--- src/hdl/sorted_key_value_table_macros.svh ---
// ----------------------------------------------------------------------------
// sorted_key_value_table assertion macros
// Concurrent check shorthands used at the end of the top level.
// ----------------------------------------------------------------------------
`ifndef SORTED_KEY_VALUE_TABLE_MACROS_SVH
`define SORTED_KEY_VALUE_TABLE_MACROS_SVH

// same-cycle implication, disabled in reset
`define SKVT_ASSERT_IMP(label, ante, cons, msg) \
  label: assert property (@(posedge clk) disable iff (rst) (ante) |-> (cons)) \
    else $error(msg);

// next-cycle implication, disabled in reset
`define SKVT_ASSERT_NXT(label, ante, cons, msg) \
  label: assert property (@(posedge clk) disable iff (rst) (ante) |=> (cons)) \
    else $error(msg);

`endif

--- src/hdl/skvt_pkg.sv ---
// ----------------------------------------------------------------------------
// skvt_pkg
// Word types, command and status codes for the sorted key/value table.
// ----------------------------------------------------------------------------
`default_nettype none

package skvt_pkg;

  localparam int CMD_W   = 3;
  localparam int KEY_W   = 16;
  localparam int VALUE_W = 32;
  localparam int CNT_W   = 5;

  typedef enum logic [CMD_W-1:0] {
    CMD_ADD      = 3'd0,
    CMD_REMOVE   = 3'd1,
    CMD_GET      = 3'd2,
    CMD_CONTAINS = 3'd3,
    CMD_REPLACE  = 3'd4,
    CMD_TRAVERSE = 3'd5,
    CMD_CLEAR    = 3'd6
  } cmd_t;

  typedef enum logic [1:0] {
    ST_OK      = 2'd0,
    ST_DUP     = 2'd1,
    ST_MISSING = 2'd2,
    ST_FULL    = 2'd3
  } status_t;

  typedef struct packed {
    cmd_t               cmd;
    logic [KEY_W-1:0]   key;
    logic [VALUE_W-1:0] new_value;
  } req_t;

  typedef struct packed {
    status_t            status;
    logic [VALUE_W-1:0] read_value;
    logic [CNT_W-1:0]   entry_count;
    logic               last;
  } rsp_t;

  // result of the shared key comparator
  typedef struct packed {
    logic lt;
    logic eq;
  } cmp_t;

endpackage

`default_nettype wire

--- src/hdl/skvt_mem.sv ---
// ----------------------------------------------------------------------------
// skvt_mem
// Entry store: one write port, one read port with registered read data.
// ----------------------------------------------------------------------------
`default_nettype none

module skvt_mem #(
  parameter int W     = 16,
  parameter int DEPTH = 16
) (
  input  wire logic                     clk,
  input  wire logic                     we,
  input  wire logic [$clog2(DEPTH)-1:0] waddr,
  input  wire logic [W-1:0]             wdata,
  input  wire logic [$clog2(DEPTH)-1:0] raddr,
  output logic      [W-1:0]             rdata
);

  logic [W-1:0] mem [DEPTH];

  always_ff @(posedge clk) begin
    if (we) begin
      mem[waddr] <= wdata;
    end
    rdata <= mem[raddr];
  end

endmodule

`default_nettype wire

--- src/hdl/skvt_cmp.sv ---
// ----------------------------------------------------------------------------
// skvt_cmp
// Shared unsigned key comparator used on every step of the search.
// ----------------------------------------------------------------------------
`default_nettype none

module skvt_cmp #(
  parameter int W = 16
) (
  input  wire logic [W-1:0]     a,
  input  wire logic [W-1:0]     b,
  output skvt_pkg::cmp_t        res
);

  assign res.lt = (a < b);
  assign res.eq = (a == b);

endmodule

`default_nettype wire

--- src/hdl/sorted_key_value_table.sv ---
// ----------------------------------------------------------------------------
// sorted_key_value_table
// Bounded dictionary of unique keys kept in ascending order, with values.
// ----------------------------------------------------------------------------
// A word is taken when start is high and busy is low. Results come out one per
// done strobe, held for that one cycle only; the receiver cannot stall them.
// Add, remove, get, contains and replace first scan the stored keys from the
// smallest up through one memory read port and one comparator, reading each
// key in S_SRD and comparing it in S_SCMP, and stop at the first key not
// below the search key or when the scan runs past the last entry. S_ACT then
// decides the command. After it, add moves each larger entry up one slot and
// remove moves each later entry down, a read and a write per entry moved; an
// add then writes the new entry in S_INS, and a remove ends in S_DNRD.
// Traverse reads each value in S_TRD and emits it in S_TOUT, one per done
// strobe, last set on the final one. Clear, traverse of an empty table and
// the unused code answer straight from idle without going busy.
`default_nettype none

`include "sorted_key_value_table_macros.svh"

module sorted_key_value_table #(
  parameter int CAPACITY   = 16,
  parameter int KEY_BITS   = 16,
  parameter int VALUE_BITS = 32
) (
  input  wire logic            clk,
  input  wire logic            rst,
  input  wire logic            start,
  input  wire skvt_pkg::req_t  req,
  output logic                 busy,
  output logic                 done,
  output skvt_pkg::rsp_t       rsp
);

  localparam int KW = (KEY_BITS < skvt_pkg::KEY_W) ? KEY_BITS : skvt_pkg::KEY_W;
  localparam int VW = (VALUE_BITS < skvt_pkg::VALUE_W) ? VALUE_BITS : skvt_pkg::VALUE_W;
  localparam int AW = $clog2(CAPACITY);
  localparam int OW = $clog2(CAPACITY + 1);

  typedef enum logic [3:0] {
    S_IDLE, S_SRD, S_SCMP, S_ACT, S_UPRD, S_UPWR, S_INS, S_DNRD, S_DNWR,
    S_TRD, S_TOUT
  } state_t;

  state_t            state;
  skvt_pkg::cmd_t    cmd;
  logic [KW-1:0]     key;
  logic [VW-1:0]     value;
  logic [VW-1:0]     found;
  logic [OW-1:0]     occ;
  logic [OW-1:0]     idx;
  logic [OW-1:0]     pos;
  logic              hit;

  logic [AW-1:0]     raddr;
  logic [AW-1:0]     waddr;
  logic              key_we;
  logic              val_we;
  logic [KW-1:0]     key_wdata;
  logic [VW-1:0]     val_wdata;
  logic [KW-1:0]     key_rd;
  logic [VW-1:0]     val_rd;
  skvt_pkg::cmp_t    cmp;

  logic [OW-1:0]     idx_dec;
  logic [OW-1:0]     idx_inc;

  assign idx_dec = idx - OW'(1);
  assign idx_inc = idx + OW'(1);
  assign busy    = (state != S_IDLE);

  skvt_mem #(.W(KW), .DEPTH(CAPACITY)) u_keys (
    .clk   (clk),
    .we    (key_we),
    .waddr (waddr),
    .wdata (key_wdata),
    .raddr (raddr),
    .rdata (key_rd)
  );

  skvt_mem #(.W(VW), .DEPTH(CAPACITY)) u_values (
    .clk   (clk),
    .we    (val_we),
    .waddr (waddr),
    .wdata (val_wdata),
    .raddr (raddr),
    .rdata (val_rd)
  );

  skvt_cmp #(.W(KW)) u_cmp (
    .a   (key_rd),
    .b   (key),
    .res (cmp)
  );

  // read address per state; data shows up the following cycle
  always_comb begin
    case (state)
      S_UPRD:  raddr = idx_dec[AW-1:0];
      S_DNRD:  raddr = idx_inc[AW-1:0];
      default: raddr = idx[AW-1:0];
    endcase
  end

  always_comb begin
    key_we    = 1'b0;
    val_we    = 1'b0;
    waddr     = idx[AW-1:0];
    key_wdata = key_rd;
    val_wdata = val_rd;
    case (state)
      S_UPWR, S_DNWR: begin
        key_we = 1'b1;
        val_we = 1'b1;
      end
      S_INS: begin
        key_we    = 1'b1;
        val_we    = 1'b1;
        waddr     = pos[AW-1:0];
        key_wdata = key;
        val_wdata = value;
      end
      S_ACT: begin
        waddr     = pos[AW-1:0];
        val_wdata = value;
        val_we    = (cmd == skvt_pkg::CMD_REPLACE) && hit;
      end
      default: ;
    endcase
  end

  always_ff @(posedge clk) begin
    if (rst) begin
      state <= S_IDLE;
      occ   <= '0;
      done  <= 1'b0;
    end else begin
      done <= 1'b0;
      case (state)
        S_IDLE: begin
          if (start) begin
            cmd   <= req.cmd;
            key   <= req.key[KW-1:0];
            value <= req.new_value[VW-1:0];
            idx   <= '0;
            rsp.status      <= skvt_pkg::ST_OK;
            rsp.read_value  <= '0;
            rsp.entry_count <= skvt_pkg::CNT_W'(occ);
            rsp.last        <= 1'b1;
            case (req.cmd)
              skvt_pkg::CMD_ADD, skvt_pkg::CMD_REMOVE, skvt_pkg::CMD_GET,
              skvt_pkg::CMD_CONTAINS, skvt_pkg::CMD_REPLACE: begin
                state <= S_SRD;
              end
              skvt_pkg::CMD_TRAVERSE: begin
                if (occ == '0) begin
                  done <= 1'b1;
                end else begin
                  state <= S_TRD;
                end
              end
              skvt_pkg::CMD_CLEAR: begin
                occ             <= '0;
                rsp.entry_count <= '0;
                done            <= 1'b1;
              end
              default: begin
                done <= 1'b1;
              end
            endcase
          end
        end
        S_SRD: begin
          if (idx == occ) begin
            pos   <= idx;
            hit   <= 1'b0;
            state <= S_ACT;
          end else begin
            state <= S_SCMP;
          end
        end
        S_SCMP: begin
          found <= val_rd;
          if (cmp.lt) begin
            idx   <= idx_inc;
            state <= S_SRD;
          end else begin
            pos   <= idx;
            hit   <= cmp.eq;
            state <= S_ACT;
          end
        end
        S_ACT: begin
          state <= S_IDLE;
          case (cmd)
            skvt_pkg::CMD_ADD: begin
              if (hit) begin
                rsp.status <= skvt_pkg::ST_DUP;
                done       <= 1'b1;
              end else if (occ == OW'(CAPACITY)) begin
                rsp.status <= skvt_pkg::ST_FULL;
                done       <= 1'b1;
              end else begin
                idx   <= occ;
                state <= S_UPRD;
              end
            end
            skvt_pkg::CMD_REMOVE: begin
              if (hit) begin
                idx   <= pos;
                state <= S_DNRD;
              end else begin
                rsp.status <= skvt_pkg::ST_MISSING;
                done       <= 1'b1;
              end
            end
            skvt_pkg::CMD_GET: begin
              rsp.status     <= hit ? skvt_pkg::ST_OK : skvt_pkg::ST_MISSING;
              rsp.read_value <= hit ? skvt_pkg::VALUE_W'(found) : '0;
              done           <= 1'b1;
            end
            default: begin
              // contains, replace (value written by the port logic)
              rsp.status <= hit ? skvt_pkg::ST_OK : skvt_pkg::ST_MISSING;
              done       <= 1'b1;
            end
          endcase
        end
        S_UPRD: begin
          state <= (idx == pos) ? S_INS : S_UPWR;
        end
        S_UPWR: begin
          idx   <= idx_dec;
          state <= S_UPRD;
        end
        S_INS: begin
          occ             <= occ + OW'(1);
          rsp.entry_count <= skvt_pkg::CNT_W'(occ + OW'(1));
          done            <= 1'b1;
          state           <= S_IDLE;
        end
        S_DNRD: begin
          if (idx_inc >= occ) begin
            occ             <= occ - OW'(1);
            rsp.entry_count <= skvt_pkg::CNT_W'(occ - OW'(1));
            done            <= 1'b1;
            state           <= S_IDLE;
          end else begin
            state <= S_DNWR;
          end
        end
        S_DNWR: begin
          idx   <= idx_inc;
          state <= S_DNRD;
        end
        S_TRD: begin
          state <= S_TOUT;
        end
        S_TOUT: begin
          rsp.read_value <= skvt_pkg::VALUE_W'(val_rd);
          rsp.last       <= (idx_inc == occ);
          done           <= 1'b1;
          idx            <= idx_inc;
          state          <= (idx_inc == occ) ? S_IDLE : S_TRD;
        end
        default: begin
          state <= S_IDLE;
        end
      endcase
    end
  end

  `SKVT_ASSERT_IMP(a_occ_bound, 1'b1, occ <= OW'(CAPACITY), "occupancy above capacity")
  `SKVT_ASSERT_IMP(a_mid_stream_busy, done && !rsp.last, busy, "idle inside a traverse")
  `SKVT_ASSERT_NXT(a_stream_pace, done && !rsp.last, !done ##1 done, "traverse pacing broken")
  `SKVT_ASSERT_IMP(a_full_count, done && (rsp.status == skvt_pkg::ST_FULL), rsp.entry_count == skvt_pkg::CNT_W'(CAPACITY), "full reported below capacity")

endmodule

`default_nettype wire

--- config.mk ---
export PLATFORM = sky130hd
export DESIGN_NAME = sorted_key_value_table
export DESIGN_NICKNAME = d
export VERILOG_FILES = /design/src/hdl/skvt_pkg.sv /design/src/hdl/skvt_mem.sv /design/src/hdl/skvt_cmp.sv /design/src/hdl/sorted_key_value_table.sv
export VERILOG_INCLUDE_DIRS = /design/src /design/src/hdl
export SDC_FILE = /design/constraint.sdc
export NUM_CORES = 1
export LEC_CHECK = 0
export BUFFER_PORTS_ARGS = -buffer_cell sky130_fd_sc_hd__buf_2
export CAP_MARGIN = 20
export CORE_ASPECT_RATIO = 0.75
export CORE_MARGIN = 2
export CORE_UTILIZATION = 25
export DETAILED_ROUTE_END_ITERATION = 12
export HOLD_SLACK_MARGIN = 0.08
export SYNTH_ARGS = -nofsm -noshare
export SYNTH_HDL_FRONTEND = slang
export SYNTH_HIERARCHICAL = 1
export SYNTH_SLANG_ARGS = --single-unit
--- constraint.sdc ---
create_clock -name clk -period 6.65 [get_ports clk]
set_input_delay 1.33 -clock clk [delete_from_list [all_inputs] [get_ports clk]]
set_output_delay 1.33 -clock clk [all_outputs]
set_load 0.01 [all_outputs]
==> results of run 1 <==
[layer usage]
layer	share of wire [%]	wire, um	up-vias	track usage [%]
met5	0.026	22	-	0
met4	2.1	1770	4	3.28
met3	7.5	6330	105	2.75
met2	44	37200	576	16.2
met1	47	39500	9346	16.3
li1	-	-	7754	-
[worst paths after layout]
path | start | end | slack (ns) | cells after the start
setup / recovery | state[0] | u_values/mem[13][26] | 2.17 | 7
setup reg to reg | state[0] | u_values/mem[13][26] | 2.17 | 7
hold / removal | u_values/rdata[27] | found[27] | 0.44 | 0
hold reg to reg | u_values/rdata[27] | found[27] | 0.44 | 0
[cell usage in the layout, fill, tap and decap left out, drive strengths merged, types with 4 or more instances in the layout]
cell type	count
nor2	58
a22o	34
clkbuf	124
nor3	19
o221ai	4
o22ai	4
mux2i	6
edfxtp	902
a21o	6
ha	26
buf	144
xnor2	5
a211oi	4
nand3	8
nand4	4
o21ai	13
bufinv	11
clkinv	42
a21oi	31
mux4	192
nor2b	6
nand2b	10
inv	33
mux2	54
clkinvlp	5
a22oi	96
a31oi	4
nand2	75
dfxtp	58
nand3b	5
xor2	15
[critical path: cells and delay by family (launching register included)]
kind | cells | cell delay [ns]
buffers and inverters | 1 | 0.47
DFF | 1 | 0.90
muxes | 1 | 0.55
and+or+nand+nor | 5 | 2.18
[layout make-up]
cell class / count / area, um^2 / share of cell area, %
flip-flops and latches: 960 / 28200 / 64.7
diodes: 1 / 2.50 / 0.00574
repair buffers: 144 / 1060 / 2.43
inverters: 30 / 113 / 0.258
clock inverters: 61 / 744 / 1.71
clock buffers: 124 / 2640 / 6.05
well taps: 1984 / 2480 / 5.69
multi-input cells: 718 / 8340 / 19.1
[per-stage QoR]
step	std cells	util (%)
CTS	4014	29.6
global placement	3823	27.2
floorplan	1798	-
detailed placement	3829	27.3
global route	4021	29.6
finish	4022	29.7
[power groups by stage]
| stage | Combinational, mW | Sequential, mW | Clock, mW |
|---|---|---|---|
| after floorplan | 1.19 | 7.46 | 0 |
| after global placement | 1.80 | 7.54 | 0 |
| after detailed placement | 1.85 | 7.54 | 0 |
| after CTS | 1.85 | 7.41 | 5.80 |
| after global routing | 2.00 | 7.43 | 6.04 |
| final | 1.83 | 7.41 | 5.65 |
[registers in the layout, indices dropped and copies added, names as in the netlist]
signal / flops
u_values/mem: 512
u_values/rdata: 32
hit: 1
found: 32
u_keys/rdata: 16
occ: 5
value: 32
u_keys/mem: 256
key: 16
rsp: 40
cmd: 3
pos: 5
idx: 5
state: 4
done: 1
[kinds of logic after synthesis]
family	share of synthesized area (%)
and+or+nand+nor	2.67
buffers and inverters	1.58
muxes	13.6
DFF	76.5
adders and majority gates	0.935
xor gates and xnor gates	0.474
AOI/OAI and AO/OA	4.25
==> metrics.txt, run 1 <==
top post-synthesis cells by area=edfxtp_1 (73%), mux4_2 (11%), dfxtp_1 (3.1%); Synth top cells by count=edfxtp_1 (902), mux4_2 (182), a22oi_1 (96); Gate Count Post-Synth=1,798; fillers=14,314; Sum Neg Setup Slack=0 ns; post-synthesis register bit count=960; die width=448 um; # nets final=2,033; RSZ-0062 raised after global routing=false; normalized max-slew margin=25.5%; Post-CTS Hold Buffers=0; Synth Flop Type=edfxtp_1; DP Wirelength=52,300 um; Final Cycle Share=67.4%; CTS Root Cell=clkbuf_16; Crit. End Element=flop; Hold Crit Class=flop to flop; syn_area_per_cell=20.5 um^2; final wirelength=84,800 um; synthesized area=36,900 um^2; post-route setup slack=2.17 ns; FFs w/ async S/R, synth=0%; clock share of power=38.0%; via count=17,785; status=finished clean; vias in the first global route=18,025; pre-CTS WS=2.16 ns; die area=151,000 um^2; Post-synth EDFFs=902; Setup CP Type=flop to flop; leak pwr=13.9 nW; Post-CTS Setup Bufs=0; Worst path max stage delay=0.90 ns; YS warnings=6; final hold vios=0; critical path fanouts, max=23; Critical Path Slowest Stage Cell=dfxtp_1; antenna-violating nets left=0; final instance area=43,600 um^2; Reg power frac=49.8%; Critical Path RT=6.98 ns; overall power=14.9 mW; H-tree level count=3; dominant cell type by area after synthesis=edfxtp_1; Core ar.=147,000 um^2; PostCTS Resize Cnt=0; pin slew with the least headroom to its limit=1.12 ns; Final setup viols=0; DRC marker count from the first detailed-route iteration=1,759; Peak Freq=223 MHz; GPL Wtd Cong=0.820; CP most frequent cell=nor2_4; Rows=122; CP Launch Type=flop; register area share after synthesis=76.5%; Hold WS=0.438 ns; top-count cell post-synth=edfxtp_1; Starting Density=25.1%; first-pass GRT wire length=124,000 um; internal power=11.2 mW; P per Cell Area=341 nW/um^2; CTS tree=done; Wirelength per Cell=21.1 um; Gate power share=12.3%; Net Sw Frac=25.0%; cells along the critical path=nand2b_1 > nor2_4 > nor2_4 > mux2_2 > nand2b_1 > nor2_4 > buf_4; clock buffer depth=3; Max Cap Viol=0; initial antenna violation count=5; skew final=0.0575 ns; vias per inst=4.42; Area growth syn-to-layout=18.1%; Final Critical Period=4.48 ns; layout cells sized above 1=28.7%; total CTS buffers=98; syn_nets=1,879; largest net degree at the start of global routing=100; Worst-path clk slew=0.06 ns; DR pass1 iterations=7; Final Slew Violations=0; Psw=3.73 mW; boundary pin count=96; Chip Height=337 um; GRT Util Overall=11.1%; critical path arrival=4.81 ns; Distinct cells, synth=66; top-area cell type share of the netlist area=73.3%; Area after DPL=40,100 um^2; PortBufs=95; post-route DRC violation count=0; CTS Sinks=960; Congestion Overflow GR=0; clock insertion delay at the later pin of the skew report=0.71 ns; Max VDD drop=260 uV
Power figures use the tool's default switching activity.
==> run 2, diff against run 1 <==
==> constraint.sdc (replaced) <==
create_clock -name clk -period 4.3 [get_ports clk]
set_input_delay 0.86 -clock clk [delete_from_list [all_inputs] [get_ports clk]]
set_output_delay 0.86 -clock clk [all_outputs]
set_load 0.01 [all_outputs]
==> run 2 against run 1 <==
  * Cell count up 0.40%
  * Utilization about the same
  * Design area down 0.14%
  * Worst hold slack worse by 0.12 ns
  * Largest power group unchanged
  * Register-to-register slack worse by 1.5 ns
  * Sequential cell count unchanged
  * Wire length down 1.6%
  * Sequential power up 54%
  * Clock power up 46%
  * Largest cell class unchanged
==> metrics.txt, run 2 (synthesis results as in run 1) <==
skew final=0.0380 ns (-0.0194 ns); Largest Register=u_values/mem; DP Wirelength=48,600 um (-7.1%); post-route setup slack=0.719 ns (-1.45 ns); leak pwr=13.9 nW (about the same); post-route DRC violation count=0 (unchanged); Final setup viols=0 (unchanged); Crit. End Element=flop; layout cells sized above 1=29.0% (+0.31 points); R2R depth=7 (unchanged); Hold Crit Class=primary input to flop; flop2flop setup slack=0.72 ns (-1.45 ns); Reg power frac=51.1% (+1.3 points); Largest regs=u_values/mem (512), u_keys/mem (256), rsp (40); commonest cells after routing, fill and taps aside=edfxtp_1 (902), mux4_2 (182), clkbuf_16 (97); Starting Density=25.1% (unchanged); DRC marker count from the first detailed-route iteration=1,506 (-14%); commonest non-fill, non-tap cell in the layout=edfxtp_1; vias per inst=4.40 (-0.46%); Worst R2R Start=state[2]; largest net degree at the start of global routing=65 (-35%); CP most frequent cell=nor2_4; Gate power share=12.1% (-0.2 points); GPL Wtd Cong=0.794 (-3.1%); final wirelength=83,500 um (-1.6%); worst hold start=req[40]; Psw=5.53 mW (+48%); status=finished clean; Wirelength per Cell=20.7 um (-2.0%); pin slew with the least headroom to its limit=0.750 ns (-0.366 ns); antenna-violating nets left=0 (unchanged); die area=151,000 um^2 (unchanged); P per Cell Area=514 nW/um^2 (+51%); cells along the critical path=or2_0 > nor2_4 > nor2_4 > mux2_1 > or3b_2 > nor3_4 > buf_4; Critical Path RT=4.62 ns (-2.36 ns); clock buffer depth=3 (unchanged); WHS Endpoint=key[8]; max FFs per register=512 (unchanged); final hold vios=0 (unchanged); Final Slew Violations=0 (unchanged); Final Critical Period=3.58 ns (-0.900 ns); Worst path max stage delay=0.63 ns (-0.27 ns); Post-CTS Setup Bufs=0 (unchanged); vias in the first global route=18,163 (+0.77%); Worst-path clk slew=0.06 ns (about the same); hold path depth=1 (+1); Net Sw Frac=24.7% (-0.38 points); CTS Root Cell=clkbuf_16; R2R Path End=u_values/mem[0][18]; total CTS buffers=96 (-2.0%); Setup CP Type=flop to flop; first-pass GRT wire length=123,000 um (-1.1%); Final Cycle Share=83.3% (+16 points); internal power=16.9 mW (+51%); CTS tree=done; Area growth syn-to-layout=18.0%; fillers=14,344 (+0.21%); Max VDD drop=285 uV (+9.6%); GRT Util Overall=11.0% (-0.11 points); normalized max-slew margin=49.9% (+24 points); clock insertion delay at the later pin of the skew report=0.72 ns (about the same); Chip Height=337 um (unchanged); overall power=22.4 mW (+50%); Peak Freq=279 MHz (+25%); via count=17,773 (-0.067%); critical path arrival=3.90 ns (-0.91 ns); Core ar.=147,000 um^2 (unchanged); # nets final=2,055 (+1.1%); die width=448 um (unchanged); PortBufs=95 (unchanged); Rows=122 (unchanged); PostCTS Resize Cnt=0 (unchanged); Congestion Overflow GR=0 (unchanged); critical path fanouts, max=32 (+39%); Max Cap Viol=0 (unchanged); Critical Path Slowest Stage Cell=or3b_2; Sum Neg Setup Slack=0 ns (unchanged); Post-CTS Hold Buffers=0 (unchanged); initial antenna violation count=8 (+3); boundary pin count=96 (unchanged); CP Launch Type=flop; DR pass1 iterations=5 (-2); CTS Sinks=960 (unchanged); clock share of power=36.8% (-1.2 points); pre-CTS WS=0.718 ns (-1.44 ns); H-tree level count=3 (unchanged); RSZ-0062 raised after global routing=false
run 2: stage by stage:
step	utilization [%]	cells	hold slack, ns	cell area (um^2)
after global routing	29.6	4038	0.280	43600
after global placement	27.5	3860	0.447	40400
after CTS	29.6	4037	0.263	43600
after detailed placement	27.5	3860	0.450	40400
final	29.6	4038	0.321	43600
after floorplan	-	1798	0.425	36900
run 2: power groups by stage:
stage	sequential [mW]	clock [mW]	combinational, mW
final	11.4	8.25	2.70
after global placement	11.7	0	2.69
after CTS	11.5	8.47	2.75
after floorplan	11.5	0	1.85
after global routing	11.5	8.83	2.98
after detailed placement	11.6	0	2.74
run 2: how the worst max path moves through the flow:
stage             start             endpoint  slack, ns  depth (start not counted)
2_1_floorplan  state[3]   u_values/mem[4][0]      -0.02                          7
3_3_place_gp   state[2]  u_values/mem[0][11]       0.75                          7
3_5_place_dp   state[2]  u_values/mem[0][14]       0.72                          7
4_1_cts        state[2]   u_values/mem[0][8]       0.72                          7
5_1_grt        state[2]  u_values/mem[0][18]       0.52                          7
6_report       state[2]  u_values/mem[0][18]       0.72                          7
run 2: routing by layer:
| layer | routed length [um] | global-route usage [%] |
|---|---|---|
| met5 | 7 | 0 |
| met2 | 38300 | 17.0 |
| met1 | 38900 | 15.8 |
| met3 | 4850 | 2.30 |
| met4 | 1460 | 2.68 |
run 2: final cells by class:
class	count	area, um^2	share of cell area, %
sequential	960	28200	64.8
multi-input combinational	718	8350	19.2
clock buffer	124	2600	5.96
tap	1984	2480	5.70
timing repair buffer	168	1250	2.87
clock inverter	53	524	1.20
inverter	30	113	0.258
antenna	1	2.50	0.00574
run 2: critical path, delay by kind of cell, from the launching register on:
kind          cells  cell delay (ns)
simple gates      5             1.70
flops             1             0.56
buf+inv           1             0.47
mux               1             0.46
==> run 3, diff against run 2 <==
==> constraint.sdc (replaced) <==
create_clock -name clk -period 3.15 [get_ports clk]
set_input_delay 0.63 -clock clk [delete_from_list [all_inputs] [get_ports clk]]
set_output_delay 0.63 -clock clk [all_outputs]
set_load 0.01 [all_outputs]
==> run 3 against run 2 <==
  * Combinational power rose by 43%
  * Non-clock buffer count is 61 higher
  * Global-route usage grew 0.56 points
  * Clock skew increased by 0.023 ns
  * Clock-buffer cell count increased by 5
  * Worst hold slack worse by 0.19 ns
  * Power grew 38%
  * Worst setup slack worse by 0.50 ns
  * Sequential share of layout area fell by 1.2 points
  * Utilization rose by 0.56 points
==> metrics.txt, run 3 (synthesis results as in run 1) <==
status=finished clean; first-pass GRT wire length=129,000 um (+4.6%); # nets final=2,117 (+3.0%); Worst-path clk slew=0.06 ns (about the same); post-route DRC violation count=0 (unchanged); Starting Density=25.1% (unchanged); P per Cell Area=694 nW/um^2 (+35%); delay-heaviest family, CP=buffers and inverters; total CTS buffers=97 (+1.0%); Final Critical Period=2.93 ns (-0.649 ns); max FFs per register=512 (unchanged); Hold WS=0.131 ns (-0.189 ns); H-tree level count=3 (unchanged); normalized max-slew margin=41.8% (-8.1 points); largest net degree at the start of global routing=51 (-22%); Final setup viols=0 (unchanged); antenna-violating nets left=0 (unchanged); clock share of power=36.7% (about the same); Rows=122 (unchanged); PostCTS Resize Cnt=0 (unchanged); DP Wirelength=52,100 um (+7.3%); Area growth syn-to-layout=20.2%; CTS Sinks=960 (unchanged); via count=18,277 (+2.8%); CTS Root Cell=clkbuf_16; DRC marker count from the first detailed-route iteration=1,776 (+18%); final wirelength=88,300 um (+5.8%); Max Cap Viol=0 (unchanged); leak pwr=14.3 nW (+2.6%); die width=448 um (unchanged); vias in the first global route=18,627 (+2.6%); CTS tree=done; Critical Path RT=3.75 ns (-0.87 ns); post-route setup slack=0.218 ns (-0.501 ns); Chip Height=337 um (unchanged); clock insertion delay at the later pin of the skew report=0.68 ns (-0.04 ns); Worst Path Buf+Inv=5 (+4); GRT Util Overall=11.6% (+0.56 points); Largest Register=u_values/mem; CP Launch Type=flop; pin slew with the least headroom to its limit=0.871 ns (+0.121 ns); PortBufs=95 (unchanged); RSZ-0062 raised after global routing=false; final hold vios=0 (unchanged); cells along the critical path=buf_4 > nor3_1 > buf_4 > a21oi_1 > a31oi_1 > o22ai_1 > a21oi_1 > buf_4 > buf_4 > nor2b_1 > buf_4 > a22oi_1 > nand2_1; Largest regs=u_values/mem (512), u_keys/mem (256), rsp (40); DR pass1 iterations=5 (unchanged); CP most frequent cell=buf_4; Max VDD drop=457 uV (+60%); boundary pin count=96 (unchanged); critical path fanouts, max=16 (-50%); Crit. End Element=flop; Worst path max stage delay=0.48 ns (-0.15 ns); die area=151,000 um^2 (unchanged); Core ar.=147,000 um^2 (unchanged); Final Slew Violations=0 (unchanged); Critical Path Slowest Stage Cell=edfxtp_1; Final Cycle Share=93.1% (+9.8 points); GPL Wtd Cong=0.806 (+1.5%); initial antenna violation count=7 (-1); Gate power share=12.5% (+0.4 points); Peak Freq=341 MHz (+22%); Wirelength per Cell=21.5 um (+4.1%); Congestion Overflow GR=0 (unchanged); Reg power frac=50.8% (-0.3 points); Psw=7.58 mW (+37%); pre-CTS WS=0.263 ns (-0.456 ns); Net Sw Frac=24.6% (-0.084 points); Setup CP Type=flop to flop; clock buffer depth=3 (unchanged); commonest cells after routing, fill and taps aside=edfxtp_1 (902), mux4_2 (182), clkbuf_16 (97); critical path arrival=3.53 ns (-0.37 ns); Hold Crit Class=primary input to flop; skew final=0.0611 ns (+0.0231 ns); internal power=23.2 mW (+38%); layout cells sized above 1=30.1% (+1.0 points); commonest non-fill, non-tap cell in the layout=edfxtp_1; vias per inst=4.45 (+1.2%)
[run 3: what timing repair did]
item	CTS	global route
hold buffers	14	0
setup buffers	0	0
endpoints found under the hold margin	14	0
[run 3: power by group through the flow]
stage | combinational [mW] | sequential, mW | clock, mW
floorplan | 2.53 | 15.7 | 0
global placement | 3.82 | 15.9 | 0
detailed placement | 3.88 | 15.9 | 0
CTS | 3.91 | 15.7 | 11.6
global route | 4.23 | 15.7 | 12.1
finish | 3.86 | 15.6 | 11.3
[run 3: layer usage]
layer | part of all wire (%) | wire length (um) | global-route usage, %
met2 | 47 | 41200 | 18.1
met4 | 2.6 | 2280 | 3.74
met5 | 0 | 0 | 0
met1 | 46 | 40200 | 16.3
met3 | 5.2 | 4590 | 1.95
[run 3: area by class of cell]
type	count	area, um^2
fill	14213	103000
sequential	960	28200
multi-input combinational	718	8370
clock buffer	129	2580
tap	1984	2480
timing repair buffer	229	2030
clock inverter	50	567
inverter	30	113
antenna	4	10.0
[run 3: final timing paths]
| check | start | to | slack (ns) | depth (start not counted) |
|---|---|---|---|---|
| min reg2reg | u_values/rdata[1] | found[1] | 0.47 | 0 |
| min | req[16] | value[16] | 0.13 | 1 |
| max reg2reg | idx[0] | u_keys/rdata[4] | 0.22 | 13 |
| max | idx[0] | u_keys/rdata[4] | 0.22 | 13 |
[run 3: stage by stage]
step | area, um^2 | setup TNS [ns] | utilization, % | cells | power [mW]
3_3_place_gp | 41100 | 0 | 27.9 | 3907 | 19.7
6_report | 44400 | 0 | 30.2 | 4104 | 30.8
5_1_grt | 44400 | 0 | 30.2 | 4103 | 32.0
2_1_floorplan | 37000 | -92.77 | - | 1798 | 18.3
4_1_cts | 44400 | 0 | 30.2 | 4100 | 31.1
3_5_place_dp | 41100 | 0 | 27.9 | 3907 | 19.8
